$ cat config.mk
export PLATFORM = sky130hd
export DESIGN_NAME = step_detector_magnitude_threshold_flat
export DESIGN_NICKNAME = d
export VERILOG_FILES = /design/src/rtl/sdmt_pkg.sv /design/src/rtl/sdmt_in_if.sv /design/src/rtl/sdmt_out_if.sv /design/src/rtl/step_detector_magnitude_threshold.sv /design/src/flat_wrapper.sv
export VERILOG_INCLUDE_DIRS = /design/src /design/src/rtl
export SDC_FILE = /design/constraint.sdc
export NUM_CORES = 1
export LEC_CHECK = 0
export BUFFER_PORTS_ARGS = -buffer_cell sky130_fd_sc_hd__clkbuf_2
export CORE_ASPECT_RATIO = 1.25
export CORE_MARGIN = 1.5
export CORE_UTILIZATION = 30
export DETAILED_ROUTE_END_ITERATION = 7
export PLACE_DENSITY = 0.5
export SLEW_MARGIN = 20
export SYNTH_ARGS = -nofsm -noshare
export SYNTH_HDL_FRONTEND = slang
export SYNTH_SLANG_ARGS = --single-unit
$ cat constraint.sdc
create_clock -name clk -period 4.7 [get_ports clk]
set_clock_uncertainty 0.05 [all_clocks]
set_input_delay 0.705 -clock clk [delete_from_list [all_inputs] [get_ports clk]]
set_output_delay 0.705 -clock clk [all_outputs]
set_load 0.01 [all_outputs]
$ cat src/rtl/assert_macros.svh
`ifndef ASSERT_MACROS_SVH
`define ASSERT_MACROS_SVH

// Concurrent check on the rising edge of clk, switched off while rst is high.
`define SDMT_ASSERT(label, prop, msg) \
  label: assert property (@(posedge clk) disable iff (rst) (prop)) else $error(msg);

// The same check, with the cycle right after reset also left out.
`define SDMT_ASSERT_POST_RST(label, prop, msg) \
  label: assert property (@(posedge clk) disable iff (rst) (!$past(rst)) |-> (prop)) \
    else $error(msg);

`endif

$ cat src/rtl/sdmt_pkg.sv
package sdmt_pkg;

  localparam int unsigned WINDOW_W   = 8;
  localparam int unsigned OFFSET_W   = 16;
  localparam int unsigned THR_W      = 19;
  localparam int unsigned COUNT_W    = 16;
  localparam int unsigned CFG_DATA_W = 16;
  localparam int unsigned NUM_AXES   = 6;
  localparam int unsigned AXIS_CNT_W = 3;
  localparam int unsigned MAG_SCALE  = 200;
  // 200 * 255 fits in 16 bits.
  localparam int unsigned DIV_W      = 16;
  // (threshold + offset) * 200 fits in 28 bits.
  localparam int unsigned LIM_W      = 28;

  localparam logic [THR_W-1:0]    ACC_MAX      = 19'h7FFFF;
  localparam logic [WINDOW_W-1:0] WINDOW_RESET = 8'd10;
  localparam logic [OFFSET_W-1:0] OFFSET_RESET = 16'd55;

  typedef enum logic [0:0] {
    REG_WINDOW_LENGTH    = 1'b0,
    REG_THRESHOLD_OFFSET = 1'b1
  } cfg_reg_t;

  typedef enum logic [2:0] {
    ST_IDLE,
    ST_SQUARE,
    ST_DIVIDE,
    ST_UPDATE,
    ST_LIMIT,
    ST_DONE
  } state_t;

endpackage

$ cat src/rtl/sdmt_in_if.sv
interface sdmt_in_if #(
  parameter int AXIS_BITS = 13
);
  logic                        valid;
  logic                        ready;
  logic signed [AXIS_BITS-1:0] first_x;
  logic signed [AXIS_BITS-1:0] first_y;
  logic signed [AXIS_BITS-1:0] first_z;
  logic signed [AXIS_BITS-1:0] second_x;
  logic signed [AXIS_BITS-1:0] second_y;
  logic signed [AXIS_BITS-1:0] second_z;

  modport source (
    output valid, first_x, first_y, first_z, second_x, second_y, second_z,
    input  ready
  );

  modport sink (
    input  valid, first_x, first_y, first_z, second_x, second_y, second_z,
    output ready
  );
endinterface

$ cat src/rtl/sdmt_out_if.sv
interface sdmt_out_if
  import sdmt_pkg::*;
();
  logic               valid;
  logic               ready;
  logic               step_seen;
  logic [COUNT_W-1:0] step_total;
  logic [THR_W-1:0]   current_threshold;

  modport source (
    output valid, step_seen, step_total, current_threshold,
    input  ready
  );

  modport sink (
    input  valid, step_seen, step_total, current_threshold,
    output ready
  );
endinterface

$ cat src/rtl/step_detector_magnitude_threshold.sv
// Step detector with an adaptive magnitude threshold.
// The samples channel carries one beat per pair of three-axis readings; the
// result channel returns exactly one beat for each of them, in order, with the
// step flag, the running step count and the threshold in use.
// Configuration is written through cfg_we, cfg_index and cfg_data: index 0 sets
// the window length, index 1 the threshold offset. The user must write it only
// while the block is idle; the block itself does not enforce this.
// The six squares come from one shift-and-add multiplier that handles one
// multiplier bit per cycle, and the per-item share of the average comes from a
// restoring divider that takes one quotient bit per cycle; the threshold
// update, the limit product and the compare follow in that order.
// A new sample beat is taken once the previous item has been handed to the
// output register, so a result may wait there while the next item is worked.
// If the receiver stalls with a result still held, the finished item waits in
// the last stage and no further beat is taken until the register frees up.
// Synchronous reset restores the window length of 10 and the offset of 55 and
// clears the accumulator, window count, threshold, step count and output valid flag.
`include "assert_macros.svh"

module step_detector_magnitude_threshold
  import sdmt_pkg::*;
#(
  parameter int AXIS_BITS = 13
) (
  input  logic                  clk,
  input  logic                  rst,
  input  logic                  cfg_we,
  input  cfg_reg_t              cfg_index,
  input  logic [CFG_DATA_W-1:0] cfg_data,
  sdmt_in_if.sink               samples,
  sdmt_out_if.source            result
);

  localparam int SUM_W     = 2 * AXIS_BITS + 1;
  localparam int BIT_CNT_W = $clog2(AXIS_BITS);
  localparam int DIV_CNT_W = $clog2(SUM_W);
  localparam int CMP_W     = (SUM_W > LIM_W) ? SUM_W : LIM_W;

  function automatic logic [AXIS_BITS-1:0] magnitude(input logic [AXIS_BITS-1:0] v);
    return v[AXIS_BITS-1] ? (~v + AXIS_BITS'(1)) : v;
  endfunction

  state_t                state;
  state_t                state_next;

  logic [WINDOW_W-1:0]   window_length;
  logic [OFFSET_W-1:0]   threshold_offset;
  logic [THR_W-1:0]      magnitude_accumulator;
  logic [WINDOW_W-1:0]   items_in_window;
  logic [THR_W-1:0]      average_threshold;
  logic [COUNT_W-1:0]    step_counter;

  logic [AXIS_BITS-1:0]  axes [NUM_AXES];
  logic [AXIS_BITS-1:0]  mlt;
  logic [SUM_W-1:0]      mcd;
  logic [SUM_W-1:0]      sum;
  logic [BIT_CNT_W-1:0]  bit_cnt;
  logic [AXIS_CNT_W-1:0] axis_cnt;
  logic [DIV_W-1:0]      dvsr;
  logic [SUM_W-1:0]      dvd;
  logic [DIV_W-1:0]      rem;
  logic [SUM_W-1:0]      quo;
  logic [DIV_CNT_W-1:0]  div_cnt;
  logic [LIM_W-1:0]      lim;

  logic                  out_valid;
  logic                  out_step;
  logic [COUNT_W-1:0]    out_total;
  logic [THR_W-1:0]      out_thr;

  logic                  accept;
  logic                  finish;
  logic                  out_free;
  logic [WINDOW_W-1:0]   win_eff;
  logic [SUM_W-1:0]      sum_next;
  logic                  last_bit;
  logic                  last_axis;
  logic                  last_div;
  logic [DIV_W:0]        rem_sh;
  logic [DIV_W:0]        rem_sub;
  logic                  q_bit;
  logic [DIV_W-1:0]      rem_next;
  logic [THR_W-1:0]      contrib;
  logic [THR_W:0]        acc_sum;
  logic [THR_W-1:0]      acc_sat;
  logic [WINDOW_W-1:0]   items_inc;
  logic                  close_win;
  logic [THR_W:0]        lim_base;
  logic [LIM_W-1:0]      lim_next;
  logic                  step_hit;
  logic [COUNT_W-1:0]    step_counter_next;

  assign win_eff   = (window_length == '0) ? WINDOW_W'(1) : window_length;
  assign sum_next  = mlt[0] ? (sum + mcd) : sum;
  assign last_bit  = bit_cnt == BIT_CNT_W'(AXIS_BITS - 1);
  assign last_axis = axis_cnt == AXIS_CNT_W'(NUM_AXES - 1);
  assign last_div  = div_cnt == DIV_CNT_W'(SUM_W - 1);

  assign rem_sh   = {rem, dvd[SUM_W-1]};
  assign rem_sub  = rem_sh - {1'b0, dvsr};
  assign q_bit    = rem_sh >= {1'b0, dvsr};
  assign rem_next = q_bit ? rem_sub[DIV_W-1:0] : rem_sh[DIV_W-1:0];

  assign contrib   = (quo > SUM_W'(ACC_MAX)) ? ACC_MAX : quo[THR_W-1:0];
  assign acc_sum   = {1'b0, magnitude_accumulator} + {1'b0, contrib};
  assign acc_sat   = acc_sum[THR_W] ? ACC_MAX : acc_sum[THR_W-1:0];
  assign items_inc = items_in_window + WINDOW_W'(1);
  assign close_win = items_inc >= win_eff;

  assign lim_base = {1'b0, average_threshold} + (THR_W + 1)'(threshold_offset);
  assign lim_next = LIM_W'(lim_base * MAG_SCALE);
  assign step_hit = CMP_W'(sum) > CMP_W'(lim);
  assign step_counter_next = step_hit ? (step_counter + COUNT_W'(1)) : step_counter;

  assign out_free = !out_valid || result.ready;

  always_ff @(posedge clk) begin
    if (rst) begin
      state <= ST_IDLE;
    end else begin
      state <= state_next;
    end
  end

  always_comb begin
    state_next    = state;
    samples.ready = 1'b0;
    accept        = 1'b0;
    finish        = 1'b0;
    case (state)
      ST_IDLE: begin
        samples.ready = 1'b1;
        if (samples.valid) begin
          accept     = 1'b1;
          state_next = ST_SQUARE;
        end
      end
      ST_SQUARE: begin
        if (last_bit && last_axis) begin
          state_next = ST_DIVIDE;
        end
      end
      ST_DIVIDE: begin
        if (last_div) begin
          state_next = ST_UPDATE;
        end
      end
      ST_UPDATE: begin
        state_next = ST_LIMIT;
      end
      ST_LIMIT: begin
        state_next = ST_DONE;
      end
      ST_DONE: begin
        if (out_free) begin
          finish     = 1'b1;
          state_next = ST_IDLE;
        end
      end
      default: begin
        state_next = ST_IDLE;
      end
    endcase
  end

  always_ff @(posedge clk) begin
    if (rst) begin
      window_length         <= WINDOW_RESET;
      threshold_offset      <= OFFSET_RESET;
      magnitude_accumulator <= '0;
      items_in_window       <= '0;
      average_threshold     <= '0;
      step_counter          <= '0;
      out_valid             <= 1'b0;
    end else begin
      if (cfg_we) begin
        case (cfg_index)
          REG_WINDOW_LENGTH:    window_length    <= cfg_data[WINDOW_W-1:0];
          REG_THRESHOLD_OFFSET: threshold_offset <= cfg_data[OFFSET_W-1:0];
          default: ;
        endcase
      end
      if (state == ST_UPDATE) begin
        if (close_win) begin
          items_in_window       <= '0;
          average_threshold     <= acc_sat;
          magnitude_accumulator <= '0;
        end else begin
          items_in_window       <= items_inc;
          magnitude_accumulator <= acc_sat;
        end
      end
      if (finish) begin
        step_counter <= step_counter_next;
        out_valid    <= 1'b1;
      end else if (result.ready) begin
        out_valid <= 1'b0;
      end
    end
  end

  always_ff @(posedge clk) begin
    if (accept) begin
      axes[0]  <= samples.first_x;
      axes[1]  <= samples.first_y;
      axes[2]  <= samples.first_z;
      axes[3]  <= samples.second_x;
      axes[4]  <= samples.second_y;
      axes[5]  <= samples.second_z;
      mlt      <= magnitude(samples.first_x);
      mcd      <= SUM_W'(magnitude(samples.first_x));
      sum      <= '0;
      bit_cnt  <= '0;
      axis_cnt <= '0;
      dvsr     <= DIV_W'(win_eff * MAG_SCALE);
    end else if (state == ST_SQUARE) begin
      sum <= sum_next;
      if (last_bit) begin
        bit_cnt  <= '0;
        axis_cnt <= axis_cnt + AXIS_CNT_W'(1);
        for (int i = 0; i < NUM_AXES - 1; i++) begin
          axes[i] <= axes[i+1];
        end
        mlt <= magnitude(axes[1]);
        mcd <= SUM_W'(magnitude(axes[1]));
        if (last_axis) begin
          dvd     <= sum_next;
          rem     <= '0;
          div_cnt <= '0;
        end
      end else begin
        bit_cnt <= bit_cnt + BIT_CNT_W'(1);
        mlt     <= mlt >> 1;
        mcd     <= mcd << 1;
      end
    end else if (state == ST_DIVIDE) begin
      rem     <= rem_next;
      quo     <= {quo[SUM_W-2:0], q_bit};
      dvd     <= dvd << 1;
      div_cnt <= div_cnt + DIV_CNT_W'(1);
    end else if (state == ST_LIMIT) begin
      lim <= lim_next;
    end
    if (finish) begin
      out_step  <= step_hit;
      out_total <= step_counter_next;
      out_thr   <= average_threshold;
    end
  end

  assign result.valid             = out_valid;
  assign result.step_seen         = out_step;
  assign result.step_total        = out_total;
  assign result.current_threshold = out_thr;

  `SDMT_ASSERT(a_rem_below_divisor, (state == ST_DIVIDE) |-> (rem < dvsr), "remainder not below divisor")
  `SDMT_ASSERT(a_window_count_bounded, (state == ST_LIMIT) |-> (items_in_window < win_eff), "window count past window length")
  `SDMT_ASSERT_POST_RST(a_counter_moves_on_finish, ($past(state) != ST_DONE) |-> $stable(step_counter), "step count changed outside result hand-off")

endmodule
$ cat src/flat_wrapper.sv
// flat-port wrapper written by rule: the top's interface ports become plain ports
module step_detector_magnitude_threshold_flat import sdmt_pkg::*;
#(
  parameter int AXIS_BITS = 13
)
  (clk, rst, cfg_we, cfg_index, cfg_data, samples_valid, samples_first_x, samples_first_y, samples_first_z, samples_second_x, samples_second_y, samples_second_z, samples_ready, result_valid, result_step_seen, result_step_total, result_current_threshold, result_ready);
  sdmt_in_if #(.AXIS_BITS(AXIS_BITS)) samples_i ();
  sdmt_out_if result_i ();
  input  logic clk;
  input  logic rst;
  input  logic cfg_we;
  input  cfg_reg_t cfg_index;
  input  logic [CFG_DATA_W-1:0] cfg_data;
  input wire logic [$bits(samples_i.valid)-1:0] samples_valid;
  input wire logic [$bits(samples_i.first_x)-1:0] samples_first_x;
  input wire logic [$bits(samples_i.first_y)-1:0] samples_first_y;
  input wire logic [$bits(samples_i.first_z)-1:0] samples_first_z;
  input wire logic [$bits(samples_i.second_x)-1:0] samples_second_x;
  input wire logic [$bits(samples_i.second_y)-1:0] samples_second_y;
  input wire logic [$bits(samples_i.second_z)-1:0] samples_second_z;
  output wire logic [$bits(samples_i.ready)-1:0] samples_ready;
  output wire logic [$bits(result_i.valid)-1:0] result_valid;
  output wire logic [$bits(result_i.step_seen)-1:0] result_step_seen;
  output wire logic [$bits(result_i.step_total)-1:0] result_step_total;
  output wire logic [$bits(result_i.current_threshold)-1:0] result_current_threshold;
  input wire logic [$bits(result_i.ready)-1:0] result_ready;
  assign samples_i.valid = samples_valid;
  assign samples_i.first_x = samples_first_x;
  assign samples_i.first_y = samples_first_y;
  assign samples_i.first_z = samples_first_z;
  assign samples_i.second_x = samples_second_x;
  assign samples_i.second_y = samples_second_y;
  assign samples_i.second_z = samples_second_z;
  assign samples_ready = samples_i.ready;
  assign result_valid = result_i.valid;
  assign result_step_seen = result_i.step_seen;
  assign result_step_total = result_i.step_total;
  assign result_current_threshold = result_i.current_threshold;
  assign result_i.ready = result_ready;
  step_detector_magnitude_threshold #(.AXIS_BITS(AXIS_BITS)) u_core (.clk(clk), .rst(rst), .cfg_we(cfg_we), .cfg_index(cfg_index), .cfg_data(cfg_data), .samples(samples_i), .result(result_i));
endmodule
### Word-level counts from Yosys, hierarchy flattened

Memories as Yosys holds them, arrays and structs flattened.
Index checks and enable logic that the tools add are counted.

| word-level totals | value |
|---|---|
| bits in registers | 313 |
| bits in writable memories | 78 |
| word-level logic and storage cells | 134 |
| memories kept | 1 |

| operators by class | value |
|---|---|
| $add $sub $neg | 11 |
| $mul | 2 |
| magnitude comparators | 4 |
| equality and inequality tests | 14 |
| mux-type cells | 52 |
| bitwise operators | 11 |
| reductions and logical operators | 16 |

Memory list:

| name | words | width | rd ports | clocked after Yosys merged registers in | wr ports | line | text |
|---|---|---|---|---|---|---|---|
| u_core.axes | 6 | 13 | 5 | 0 | 6 | step_detector_magnitude_threshold.sv:53 | `logic [AXIS_BITS-1:0] axes [NUM_AXES];` |

Operators by type and width:

| kind | count |
|---|---|
| 27-bit 2-to-1 mux | 6 |
| 13-bit 2-to-1 mux | 12 |
| 16-bit 2-to-1 mux | 6 |
| 19-bit 2-to-1 mux | 3 |
| 27-bit by 28-bit > comparator with 1-bit output | 1 |
| 27-bit adder | 1 |
| 27-bit by 19-bit > comparator with 1-bit output (second input constant) | 1 |
| 13-bit by 1-bit adder with 13-bit output (second input constant) | 2 |
| 13-bit inverter | 2 |
| 20-bit by 5-bit multiplier with 25-bit output (second input constant) | 1 |
| 19-bit by 16-bit adder with 20-bit output | 1 |
| 19-bit by 19-bit adder with 20-bit output | 1 |
| 5-bit 2-to-1 mux | 4 |
| 3-bit case mux with 6 select lines | 1 |
| 17-bit by 16-bit >= comparator with 1-bit output | 1 |
| 16-bit by 1-bit adder with 16-bit output (second input constant) | 1 |
| 8-bit 2-to-1 mux | 2 |
| 16-bit subtractor | 1 |
| 8-bit by 5-bit multiplier with 13-bit output (second input constant) | 1 |
| 1-bit 2-to-1 mux | 13 |
| 3-bit 2-to-1 mux | 4 |
| 4-bit AND reduction | 3 |
| 2-bit by 1-bit inequality test with 1-bit output (second input constant) | 5 |
| 3-bit equality test (second input constant) | 3 |
| 21 further kinds | 34 |

### Logic depth before layout (Yosys ltp)

Gate-level depths: netlist of run 1.
An unclocked memory read counts as a cell.

| logic depth | value |
|---|---|
| depth in word-level cells | 7 |
| gate-level depth with buffers | 25 |
| depth with buffers taken out | 25 |

### Least setup slack after synthesis of run 1

OpenSTA, ideal clock, no wires.

| timing | value |
|---|---|
| kind | flip-flop to flip-flop |
| from | reg u_core.average_threshold[0] |
| to | reg u_core.lim[27] (data pin) |
| arrival time | 4.731 ns |
| path slack | -0.338 ns |
| cell stages (with the launch flop) | 26 |
| cells stage by stage | dfxtp_1 -> ha_1 -> inv_1 -> fa_1 -> nor2b_1 -> o21a_1 -> o21ai_0 -> a211oi_1 -> nor4_1 -> o31ai_1 -> a21oi_1 -> xnor2_1 -> ha_1 -> ha_1 -> inv_1 -> fa_1 -> inv_1 -> ha_1 -> a21o_1 -> a21oi_1 -> o21ai_0 -> a21oi_1 -> o21ai_0 -> a211o_1 -> a21oi_1 -> xnor2_1 |

| on the way | value |
|---|---|
| longest elaborated chain between the ends | 2 |

Ends and longest elaborated chain:

| item | line | text |
|---|---|---|
| start: declaration | step_detector_magnitude_threshold.sv:50 | `logic [THR_W-1:0] average_threshold;` |
| start signal: assignment | step_detector_magnitude_threshold.sv:186 | `average_threshold <= acc_sat;` |
| 19-bit by 16-bit adder with 20-bit output | step_detector_magnitude_threshold.sv:110 | `assign lim_base = {1'b0, average_threshold} + (THR_W + 1)'(threshold_offset);` |
| 20-bit by 5-bit multiplier with 25-bit output | step_detector_magnitude_threshold.sv:111 | `assign lim_next = LIM_W'(lim_base * MAG_SCALE);` |
| via u_core.lim_next[27] | step_detector_magnitude_threshold.sv:89 | `logic [LIM_W-1:0] lim_next;` |
| end signal: assignment | step_detector_magnitude_threshold.sv:242 | `lim <= lim_next;` |
| end: declaration | step_detector_magnitude_threshold.sv:64 | `logic [LIM_W-1:0] lim;` |

The timed path passes the listed nets, and every way through them passes these cells.
A chain may end at the register's enable or synchronous reset.

### Worst setup path in the final report of run 1

Same ends and word-level chain as after synthesis.

==> results by group, run 1 <==
Status
  • Status: finished, violations left
  • Failing checks: setup timing

Detailed routing
  • Remaining DRCs: 0
  • WL final: 55100 um
  • First-iteration detailed-routing DRC count: 861
  • Via-to-Cell Ratio: 4.84
  • Number of vias in the routed layout: 16.6k
  • Initial DRT Pass Iterations: 5
  • Post-route ant nets: 0
  • Wire per inst: 16.0 um

Clock tree
  • CTS Buffer Depth: 3
  • Clk Latency, worst-skew pair: 0.59 ns
  • Clock slew at reported path FFs: 0.06 ns
  • H-tree levels: 2
  • CTS root buf: clkbuf_16
  • TritonCTS Sinks: 378
  • Num CTS Buffers: 43
  • Hold_buf cts: 0
  • CTS tree: yes

Worst setup path
  • RR Startpoint: u_core.average_threshold[0]
  • CP max-delay cell: fa_1
  • RR Endpoint: u_core.lim[27]
  • Crit path arrival time: 5.22 ns
  • Worst-path fanout max: 3
  • R2R cell count: 25
  • CP delay by family, top: compound AO/OA/AOI/OAI gates
  • Data required time of the worst path: 4.99 ns
  • Startpoint Class: register
  • Most common cell on crit path: a21oi_2
  • Buf/Inv on CP: 3
  • R2R Setup Slk: -0.22 ns
  • Worst setup EP type: register
  • Largest stage delay, worst path: 0.49 ns
  • Critical path type: register to register

Timing
  • Relative slew slack: 0.314
  • Period minus WS final: 4.92 ns
  • Max-slew violations: 0
  • Final setup viols: 7
  • Worst hold slack: 0.238 ns
  • RSZ-0062 raised after global routing: true
  • Ratio of final minimum period to clock period: 1.05
  • Final Hold Viols: 0
  • Setup WS post-layout: -0.225 ns
  • Worst-margin pin slew: 1.02 ns
  • FMAX: 203 MHz

Global routing
  • Largest net degree at the start of global routing: 80
  • Total gr overflow: 0
  • Vias in the first global route: 17.1k
  • Initial antenna violation count: 0
  • Total track usage: 0.144
  • First-pass GRT wire length: 88100 um

Floorplan
  • Die W: 246 um
  • Die area: 75700 sq um
  • Rows: 111
  • Initial core utilization: 0.303
  • Ports: 138
  • Die Y: 307 um
  • Core box area: 73300 sq um

Finish
  • Inserted Diodes: 0
  • Commonest non-fill, non-tap cell in the layout: edfxtp_1
  • Post-route core utilization: 0.364
  • Commonest cells after routing, fill and taps aside: edfxtp_1 (240), nand2_1 (206), ha_1 (198), inv_1 (167), nor2_1 (156)
  • Layout cells sized above 1: 0.195
  • NumNets Final: 2775
  • P&R area growth vs syn: 20.0%
  • Fillers: 7403

Hold path
  • Hold Startpoint: samples_second_z[1]
  • Hold Path End: u_core.axes[0][66]
  • WHS Path Cells: 1
  • HP Class: input pin to register

Logic synthesis
  • Number of flops mapped to enable cells by yosys: 240
  • Most used DFF post-synth: edfxtp_1
  • Syn avg cell area: 10.0 sq um
  • Unique masters post-synth: 67
  • Yosys warnings: 0
  • Sequential fraction of the synthesis area: 0.449
  • Flops & latches, synth: 378
  • Mapped cell area: 22200 sq um
  • Syn Nets: 2548
  • Post-Syn Instances: 2219
  • Async SR Flop Fraction: 0

Pwr
  • PD cells: 336 nW/um^2
  • Leak: 11.3 nW
  • Worst IR Drop VDD: 0.223 mV

Placed design
  • RePlAce Congestion: 0.834
  • I/O Buffers: 137
  • Dpl hpwl: 40600 um
  • Setup Slack @ Placement: -0.388 ns

Job
  • Max cap viols: 0
## worst reg2reg max path: stages (launching register included)
cell and delay [ns]:
dfxtp_2 0.37, ha_4 0.15, inv_2 0.03, fa_2 0.33, nor2b_1 0.11, o21a_1 0.19
o21ai_4 0.08, a211oi_4 0.33, nor4_4 0.07, o31ai_2 0.27, a21oi_2 0.11, xnor2_1 0.14
ha_1 0.28, ha_1 0.28, inv_1 0.05, fa_1 0.49, inv_2 0.05, ha_4 0.23
a21o_1 0.17, a21oi_2 0.10, o21ai_1 0.07, a21oi_1 0.17, o21ai_2 0.10, a211o_1 0.27
a21oi_2 0.13, xnor2_1 0.07
## kinds of logic (layout without fill, tap and decap cells)
logic type	count (synthesis)	in the layout	share of synthesized area
compound gates	488	488	0.139
flops	378	378	0.449
buf+inv	257	519	0.0438
xor+xnor	147	147	0.0580
simple gates	649	649	0.139
mux	71	71	0.0350
fa+ha+maj	229	229	0.136
## power breakdown
part	total, W	internal, W	switching, W
Combinational	0.00142	0.000624	0.000800
Clock	0.00373	0.00224	0.00149
Sequential	0.00381	0.00370	0.000115
Total	0.00897	0.00656	0.00241
## stage by stage
| step | power (W) | cells | area (sq um) | TNS, ns |
|---|---|---|---|---|
| finish | 0.00897 | 3441 | 26700 | -0.835 |
| global route | 0.00942 | 3441 | 26700 | -2.99 |
| CTS | 0.00907 | 3437 | 26500 | -0.944 |
| detailed placement | 0.00526 | 3354 | 24800 | -1.99 |
| global placement | 0.00523 | 3354 | 24800 | -1.55 |
| floorplan | 0.00482 | 2219 | 22300 | -0.00739 |
## worst max path at each step
stage / startpoint / endpoint / slack [ns] / depth (start not counted)
after floorplan: u_core.threshold_offset[0] / u_core.lim[27] / -0.007 / 25
after global placement: u_core.average_threshold[1] / u_core.lim[26] / -0.34 / 23
after detailed placement: u_core.average_threshold[0] / u_core.lim[26] / -0.39 / 25
after CTS: u_core.average_threshold[0] / u_core.lim[27] / -0.29 / 25
after global routing: u_core.average_threshold[0] / u_core.lim[26] / -0.48 / 23
final: u_core.average_threshold[0] / u_core.lim[27] / -0.22 / 25
## cells in the mapped netlist, drive strengths merged, types with 9 or more instances
cell type | instances | area share
o211ai | 9 | 0.0030
edfxtp | 240 | 0.32
clkbuf | 76 | 0.013
nor2b | 13 | 0.0037
xnor2 | 95 | 0.037
xor2 | 52 | 0.021
nand2b | 19 | 0.0054
nand3 | 56 | 0.013
mux2 | 54 | 0.027
nor3b | 12 | 0.0041
nor4 | 17 | 0.0048
o21a | 19 | 0.0064
a22o | 26 | 0.010
inv | 175 | 0.030
and3 | 17 | 0.0048
nand4 | 23 | 0.0065
a211oi | 13 | 0.0044
fa | 22 | 0.020
nor2 | 158 | 0.027
o21ai | 121 | 0.027
a21o | 41 | 0.014
dfxtp | 138 | 0.12
and2 | 17 | 0.0048
a22oi | 15 | 0.0051
mux2i | 17 | 0.0077
a21oi | 146 | 0.033
nand2 | 210 | 0.035
or3 | 11 | 0.0031
ha | 207 | 0.12
a31oi | 13 | 0.0037
o21bai | 18 | 0.0061
o31ai | 21 | 0.0071
nor3 | 40 | 0.0090
or2 | 29 | 0.0082
## metal layers
metal | GRT usage | vias up | share of wire
met4 | 0.0482 | 0 | 0.029
li1 | - | 8383 | -
met5 | 0 | - | 0
met2 | 0.261 | 217 | 0.51
met1 | 0.171 | 7954 | 0.43
met3 | 0.0238 | 89 | 0.036
## area by class of cell
cell class	count	area, sq um	share of cell area
flip-flops and latches	378	9970	0.374
clock inverters	29	417	0.0156
repair buffers	262	1630	0.0612
multi-input cells	1584	11600	0.435
inverters	177	664	0.0249
clock buffers	51	1170	0.0437
well taps	960	1200	0.0451
## flip-flops by register name, summed over array words and instances, names as in the netlist, 13 cells and up
signal,flops
u_core.quo,27
u_core.average_threshold,19
u_core.result.current_threshold,19
u_core.threshold_offset,16
u_core.rem,16
u_core.mlt,13
u_core.magnitude_accumulator,19
u_core.lim,25
u_core.dvsr,13
u_core.step_counter,16
u_core.axes,65
u_core.mcd,27
u_core.dvd,27
u_core.sum,27
u_core.result.step_total,16
## what timing repair did
item | CTS | global route
gates cloned | 0 | 0
resized for setup | 31 | 23
setup endpoints to repair | 10 | 10
pin swaps | 44 | 38
buffers inserted | 4 | 4
Note: power is estimated with default switching activity, not from simulation.
==> run 2, diff against run 1 <==
--- a/config.mk
+++ b/config.mk
@@ -6,6 +6,7 @@
 export SDC_FILE = /design/constraint.sdc
 export NUM_CORES = 1
 export LEC_CHECK = 0
+export ABC_AREA = 1
 export BUFFER_PORTS_ARGS = -buffer_cell sky130_fd_sc_hd__clkbuf_2
 export CORE_ASPECT_RATIO = 1.25
 export CORE_MARGIN = 1.5
==> run 2 against run 1 <==
Compared with the run above: the flow now finishes without violations; count of clock-buffer cells in the layout rose by 8; synthesized cell count increased by 37%; final cell count grew 24%; area after synthesis up 7.6%; critical path depth is 5 lower; worst hold slack got worse by 0.0061 ns; flip-flop and latch count stayed put; global-route usage rose by 0.26 points; critical path type unchanged; largest power group is now combinational cells.
==> results by group, run 2 <==
Worst setup path
  • RR Endpoint: u_core.lim[24]
  • Most common cell on crit path: ha_1
  • R2R Setup Slk: 0.24 ns (+0.47 ns)
  • CP delay by family, top: adder cells
  • Startpoint Class: register
  • Buf/Inv on CP: 3 (unchanged)
  • Worst-path fanout max: 4 (+1)
  • Data required time of the worst path: 4.97 ns (-0.02 ns)
  • Crit path arrival time: 4.73 ns (-0.49 ns)
  • Largest stage delay, worst path: 0.49 ns (about the same)
  • Critical path type: register to register
  • Worst setup EP type: register
  • Levels on crit path: 20 (-20%)
  • CP cell instances: ha_1, a21oi_1, o21ai_1, a21oi_2, o21bai_2, nand2_1, nand2_1, xor2_1, ha_1, ha_1, inv_1, fa_1, inv_1, ha_1, buf_4, nand2_1, o21ai_1, a211oi_2, nand3_1, xor2_1
  • R2R cell count: 20 (-20%)
  • RR Startpoint: u_core.average_threshold[2]
  • CP max-delay cell: fa_1

Global routing
  • Initial antenna violation count: 0 (unchanged)
  • Total gr overflow: 0 (unchanged)
  • Total track usage: 0.147 (+0.00264)
  • Largest net degree at the start of global routing: 72 (-10%)
  • First-pass GRT wire length: 97400 um (+10%)
  • Vias in the first global route: 19.0k (+11%)

Finish
  • Commonest non-fill, non-tap cell in the layout: nand2_1
  • Max reg flops: 65 (unchanged)
  • NumNets Final: 3509 (+26%)
  • P&R area growth vs syn: 14.8%
  • Design Area, Final: 27500 sq um (+3.0%)
  • Inserted Diodes: 0 (unchanged)
  • Commonest cells after routing, fill and taps aside: nand2_1 (899), inv_1 (411), nor2_1 (265), edfxtp_1 (240), ha_1 (205)
  • Biggest register: u_core.axes
  • Layout cells sized above 1: 0.0967 (-0.0988)

Pwr
  • PD cells: 488 nW/um^2 (+45%)
  • Leak: 13.3 nW (+18%)
  • Worst IR Drop VDD: 0.274 mV (+23%)

Logic synthesis
  • Most frequent cell after synthesis: nand2_1
  • Syn avg cell area: 7.87 sq um (-21%)
  • Syn Nets: 3369 (+32%)
  • Dominant cells by area after synthesis: edfxtp_1 (30%), nand2_1 (14%), dfxtp_1 (12%)
  • Sequential fraction of the synthesis area: 0.417 (-0.0319)
  • Number of flops mapped to enable cells by yosys: 240 (unchanged)
  • Flops & latches, synth: 378 (unchanged)
  • Mapped cell area: 23900 sq um (+7.6%)
  • Yosys warnings: 0 (unchanged)
  • Largest area contributor in the netlist: edfxtp_1
  • Post-synth top area share: 0.301 (-0.0230)
  • Async SR Flop Fraction: 0 (unchanged)
  • Most used DFF post-synth: edfxtp_1
  • Post-Syn Instances: 3040 (+37%)
  • Top cells by count, synth: nand2_1 (903), inv_1 (413), nor2_1 (269)
  • Unique masters post-synth: 50 (-25%)

Placed design
  • I/O Buffers: 137 (unchanged)
  • RePlAce Congestion: 0.849 (+1.8%)
  • Placed cell area: 25800 sq um (+4.1%)
  • Dpl hpwl: 46000 um (+13%)

Floorplan
  • Core box area: 78900 sq um (+7.5%)
  • Die area: 81400 sq um (+7.6%)
  • Rows: 115 (+3.6%)
  • Ports: 138 (unchanged)
  • Die Y: 319 um (+3.7%)
  • Die W: 256 um (+3.7%)
  • Initial core utilization: 0.303 (+0.000324)

Clock tree
  • Hold_buf cts: 0 (unchanged)
  • Num CTS Buffers: 45 (+4.7%)
  • CTS Buffer Depth: 3 (unchanged)
  • CTS tree: yes
  • CTS root buf: clkbuf_16
  • H-tree levels: 2 (unchanged)
  • TritonCTS Sinks: 378 (unchanged)
  • Clock slew at reported path FFs: 0.06 ns (about the same)
  • Clk Latency, worst-skew pair: 0.60 ns (about the same)

Detailed routing
  • Remaining DRCs: 0 (unchanged)
  • First-iteration detailed-routing DRC count: 1042 (+21%)
  • Wire per inst: 14.3 um (-11%)
  • Post-route ant nets: 0 (unchanged)
  • WL final: 60900 um (+11%)
  • Number of vias in the routed layout: 19.4k (+17%)
  • Via-to-Cell Ratio: 4.55 (-5.9%)
  • Initial DRT Pass Iterations: 5 (unchanged)

Hold path
  • HP Class: input pin to register
  • WHS Path Cells: 1 (unchanged)
  • Hold Startpoint: samples_second_z[1]
  • Hold Path End: u_core.axes[0][66]

Timing
  • Period minus WS final: 4.46 ns (-0.468 ns)
  • Ratio of final minimum period to clock period: 0.948 (-0.0996)
  • Worst hold slack: 0.232 ns (-0.00606 ns)
  • FMAX: 224 MHz (+11%)
  • Final Hold Viols: 0 (unchanged)
  • Relative slew slack: 0.389 (+0.0746)
  • Worst-margin pin slew: 0.916 ns (-0.108 ns)
  • RSZ-0062 raised after global routing: false
  • Final setup viols: 0 (-7)
  • Max-slew violations: 0 (unchanged)
  • Setup_tns: 0 ns (+0.835 ns)

Job
  • Max cap viols: 0 (unchanged)

Status
  • Status: finished clean
-- run 2: changes by cell type after synthesis, moves of 54 or more --
| cell | previous run | this run |
|---|---|---|
| mux2_2 | 54 | 0 |
| nor2_1 | 158 | 269 |
| inv_1 | 175 | 413 |
| xnor2_1 | 95 | 35 |
| nand3_1 | 56 | 164 |
| nand2_1 | 210 | 903 |
-- run 2: power by group --
group          leakage (nW)  internal (W)  switching (W)
registers              3.41       0.00446       0.000392
logic                  9.12       0.00168        0.00329
clock network         0.741       0.00210        0.00148
-- run 2: cells by family after synthesis --
family | after synthesis | synth area share
compound gates | 392 | 0.0909
simple gates | 1447 | 0.248
fa+ha+maj | 229 | 0.127
xor+xnor | 100 | 0.0366
flops | 378 | 0.417
buf+inv | 494 | 0.0809
-- run 2: worst max-delay path by stage --
stage / from / to
after floorplan: u_core.state[1] / u_core.div_cnt[0]
after global placement: u_core.average_threshold[0] / u_core.lim[26]
after detailed placement: u_core.average_threshold[0] / u_core.lim[26]
after CTS: u_core.average_threshold[0] / u_core.lim[26]
after global routing: u_core.average_threshold[7] / u_core.lim[25]
final: u_core.average_threshold[2] / u_core.lim[24]
-- run 2: metal layers --
metal | vias to the layer above | global-route usage | part of all wire
li1 | 10200 | - | -
met1 | 8931 | 0.178 | 0.44
met2 | 225 | 0.268 | 0.50
met3 | 82 | 0.0184 | 0.028
met4 | 0 | 0.0455 | 0.027
met5 | - | 0 | 0
-- run 2: metrics by stage --
| step | power, W | setup slack (ns) | util | cells |
|---|---|---|---|---|
| 4_1_cts | 0.0136 | 0.0882 | 0.347 | 4266 |
| 3_3_place_gp | 0.00989 | 0.141 | 0.327 | 4183 |
| 5_1_grt | 0.0145 | 0.00697 | 0.348 | 4269 |
| 3_5_place_dp | 0.00990 | 0.0941 | 0.327 | 4183 |
| 6_report | 0.0134 | 0.244 | 0.348 | 4269 |
| 2_1_floorplan | 0.00853 | 0.173 | - | 3040 |
-- run 2: worst register-to-register path, cell delays in order, from the launching register on --
cell and delay [ns]:
dfxtp_1 0.33, ha_1 0.36, a21oi_1 0.20, o21ai_1 0.12
a21oi_2 0.22, o21bai_2 0.13, nand2_1 0.08, nand2_1 0.11
xor2_1 0.17, ha_1 0.29, ha_1 0.28, inv_1 0.05
fa_1 0.49, inv_1 0.04, ha_1 0.33, buf_4 0.17
nand2_1 0.11, o21ai_1 0.12, a211oi_2 0.26, nand3_1 0.12
xor2_1 0.15
-- run 2: cell type report --
cell class | instances | area [sq um]
sequential | 378 | 9970
timing repair buffer | 167 | 923
clock buffer | 59 | 1240
inverter | 420 | 1580
multi-input combinational | 2168 | 12200
fill | 8371 | 51400
tap | 1053 | 1320
clock inverter | 24 | 277
-- run 2: repair_timing --
action                                 in CTS  in global routing
endpoints found under the hold margin       0                  0
setup buffers                               0                  3
gates resized for setup                     0                 26
setup endpoints to repair                   0                 12
==> run 3, diff against run 2 <==
--- a/config.mk
+++ b/config.mk
@@ -10,9 +10,9 @@
 export BUFFER_PORTS_ARGS = -buffer_cell sky130_fd_sc_hd__clkbuf_2
 export CORE_ASPECT_RATIO = 1.25
 export CORE_MARGIN = 1.5
-export CORE_UTILIZATION = 30
+export CORE_UTILIZATION = 53
 export DETAILED_ROUTE_END_ITERATION = 7
-export PLACE_DENSITY = 0.5
+export PLACE_DENSITY = 0.77
 export SLEW_MARGIN = 20
 export SYNTH_ARGS = -nofsm -noshare
 export SYNTH_HDL_FRONTEND = slang
==> run 3 against run 2 <==
Compared with the run above: die area decreased by 43%; power decreased by 2.8%; largest power group unchanged; wire length decreased by 7.5%; count of clock-buffer cells in the layout increased by 5; fmax about the same; sequential power about the same; global-route usage increased by 9.6 points.
==> results by group, run 3 (same netlist as run 2, synthesis figures left out) <==
Timing
  • Max-slew violations: 0 (unchanged)
  • Relative slew slack: 0.270 (-0.119)
  • Worst-margin pin slew: 1.09 ns (+0.178 ns)
  • Period minus WS final: 4.46 ns (+0.00170 ns)
  • Ratio of final minimum period to clock period: 0.949 (about the same)
  • Setup_tns: 0 ns (unchanged)
  • Final Hold Viols: 0 (unchanged)
  • Final setup viols: 0 (unchanged)
  • Setup WS post-layout: 0.242 ns (-0.00171 ns)
  • FMAX: 224 MHz (about the same)
  • RSZ-0062 raised after global routing: false

Worst setup path
  • Crit path arrival time: 4.71 ns (-0.02 ns)
  • CP cell instances: ha_2, inv_1, fa_2, o21ai_2, nand3_1, nand2_2, xor2_1, ha_1, ha_1, inv_1, fa_1, inv_1, ha_1, nand2_2, nor4_2, buf_4, a21oi_1, o21bai_1, xor2_1
  • CP max-delay cell: fa_1
  • Worst-path fanout max: 4 (unchanged)
  • Largest stage delay, worst path: 0.50 ns (about the same)
  • Startpoint Class: register
  • Critical path type: register to register
  • Worst setup EP type: register
  • Data required time of the worst path: 4.96 ns (about the same)

Finish
  • Max reg flops: 65 (unchanged)
  • NumNets Final: 3492 (-0.48%)
  • Fillers: 3959 (-53%)
  • Inserted Diodes: 0 (unchanged)
  • Biggest register: u_core.axes
  • Design Area, Final: 26600 sq um (-3.1%)
  • Layout cells sized above 1: 0.0948 (-0.00187)
  • Commonest cells after routing, fill and taps aside: nand2_1 (896), inv_1 (412), nor2_1 (264), edfxtp_1 (240), ha_1 (203)
  • Commonest non-fill, non-tap cell in the layout: nand2_1
  • P&R area growth vs syn: 11.3%

Floorplan
  • Die Y: 240 um (-25%)
  • Initial core utilization: 0.539 (+0.236)
  • Die W: 193 um (-24%)
  • Rows: 86 (-25%)
  • Ports: 138 (unchanged)
  • Core box area: 44300 sq um (-44%)
  • Die area: 46400 sq um (-43%)

Pwr
  • Internal: 0.00800 W (-3.0%)
  • Sw Ratio: 0.386 (+0.00153)
  • Leak: 13.1 nW (-1.1%)
  • Worst IR Drop VDD: 0.494 mV (+80%)
  • Clock share of power: 0.246 (-0.021)
  • Switching power total: 0.00503 W (-2.4%)
  • Seq pwr share: 0.373 (+0.011)
  • Comb power frac: 0.381 (+0.010)
  • PD cells: 490 nW/um^2 (+0.31%)

Global routing
  • Vias in the first global route: 19.6k (+2.8%)
  • Total gr overflow: 0 (unchanged)
  • Largest net degree at the start of global routing: 72 (unchanged)
  • Initial antenna violation count: 0 (unchanged)
  • Total track usage: 0.243 (+0.0963)
  • First-pass GRT wire length: 91500 um (-6.0%)

Detailed routing
  • Post-route ant nets: 0 (unchanged)
  • Wire per inst: 15.0 um (+4.9%)
  • Remaining DRCs: 0 (unchanged)
  • Via-to-Cell Ratio: 5.34 (+17%)
  • Initial DRT Pass Iterations: 6 (+1)
  • WL final: 56400 um (-7.5%)
  • First-iteration detailed-routing DRC count: 1179 (+13%)
  • Number of vias in the routed layout: 20.1k (+3.5%)

Placed design
  • RePlAce Congestion: 0.943 (+11%)
  • Dpl hpwl: 42400 um (-7.7%)
  • Placed cell area: 25100 sq um (-2.7%)
  • I/O Buffers: 137 (unchanged)
  • Setup Slack @ Placement: 0.0349 ns (-0.0592 ns)

Clock tree
  • Clk Latency, worst-skew pair: 0.57 ns (-0.03 ns)
  • TritonCTS Sinks: 378 (unchanged)
  • Hold_buf cts: 0 (unchanged)
  • H-tree levels: 2 (unchanged)
  • Clock slew at reported path FFs: 0.06 ns (about the same)
  • CTS Buffer Depth: 3 (unchanged)
  • CTS root buf: clkbuf_16
  • CTS tree: yes
  • Num CTS Buffers: 41 (-8.9%)

Job
  • Max cap viols: 0 (unchanged)

Hold path
  • HP Class: input pin to register

Status
  • Status: finished clean
==> run 3: cell types whose count changed in the layout (fill, tap and decap cells not counted), sizes merged <==
| cell | before | now |
|---|---|---|
| clkbuf | 196 | 201 |
| bufinv | 4 | 0 |
| buf | 30 | 17 |
| clkinv | 17 | 8 |
==> run 3: cell type report <==
| type | instances | area, sq um | area share |
|---|---|---|---|
| Clock buffer | 64 | 1260 | 0.0472 |
| Clock inverter | 11 | 91.3 | 0.00343 |
| Inverter | 420 | 1580 | 0.0593 |
| Multi-Input combinational cell | 2168 | 12200 | 0.458 |
| Sequential cell | 378 | 9970 | 0.375 |
| Tap cell | 572 | 716 | 0.0269 |
| Timing Repair Buffer | 154 | 813 | 0.0306 |
==> run 3: power groups by stage <==
stage / combinational, W / sequential, W / clock (W)
detailed placement: 0.00487 / 0.00491 / 0
finish: 0.00497 / 0.00486 / 0.00320
CTS: 0.00492 / 0.00485 / 0.00326
floorplan: 0.00376 / 0.00477 / 0
global route: 0.00564 / 0.00493 / 0.00337
global placement: 0.00473 / 0.00489 / 0
==> run 3: path summary, 6_finish.rpt <==
kind | startpoint | end | slack [ns] | cells after the start
worst max-delay path | u_core.average_threshold[0] | u_core.lim[20] | 0.24 | 19
worst min-delay path | samples_second_z[6] | u_core.axes[0][71] | 0.25 | 1
worst max register to register | u_core.average_threshold[0] | u_core.lim[20] | 0.24 | 19
worst min register to register | u_core.quo[4] | u_core.quo[5] | 0.38 | 0
==> run 3: layer usage <==
layer	GRT usage	vias up	wire, um
li1	-	10100	-
met2	0.443	473	28900
met4	0.0883	0	1750
met5	0	-	0
met3	0.0334	112	2430
met1	0.289	9374	23300
==> run 3: metrics by stage <==
stage / hold WS, ns / utilization / power [W] / std cells
2_1_floorplan: 0.368 / - / 0.00853 / 3040
4_1_cts: 0.222 / 0.597 / 0.0130 / 3765
6_report: 0.253 / 0.600 / 0.0130 / 3767
5_1_grt: 0.229 / 0.600 / 0.0139 / 3767
3_5_place_dp: 0.383 / 0.566 / 0.00979 / 3690
3_3_place_gp: 0.378 / 0.566 / 0.00961 / 3690
==> run 3: what timing repair did <==
item | 4_1_cts | 5_1_grt
buffers inserted | 0 | 2
endpoints found under the setup margin | 0 | 12
resized for setup | 0 | 38
==> run 3: worst max-delay path: cells and delay by family, from the launching register on <==
family                     cells  cell delay [ns]
adders and majority gates      6             2.01
buffers and inverters          4             0.35
AOI/OAI and AO/OA              3             0.49
and+or+nand+nor                4             0.64
DFF                            1             0.35
xor gates and xnor gates       2             0.30
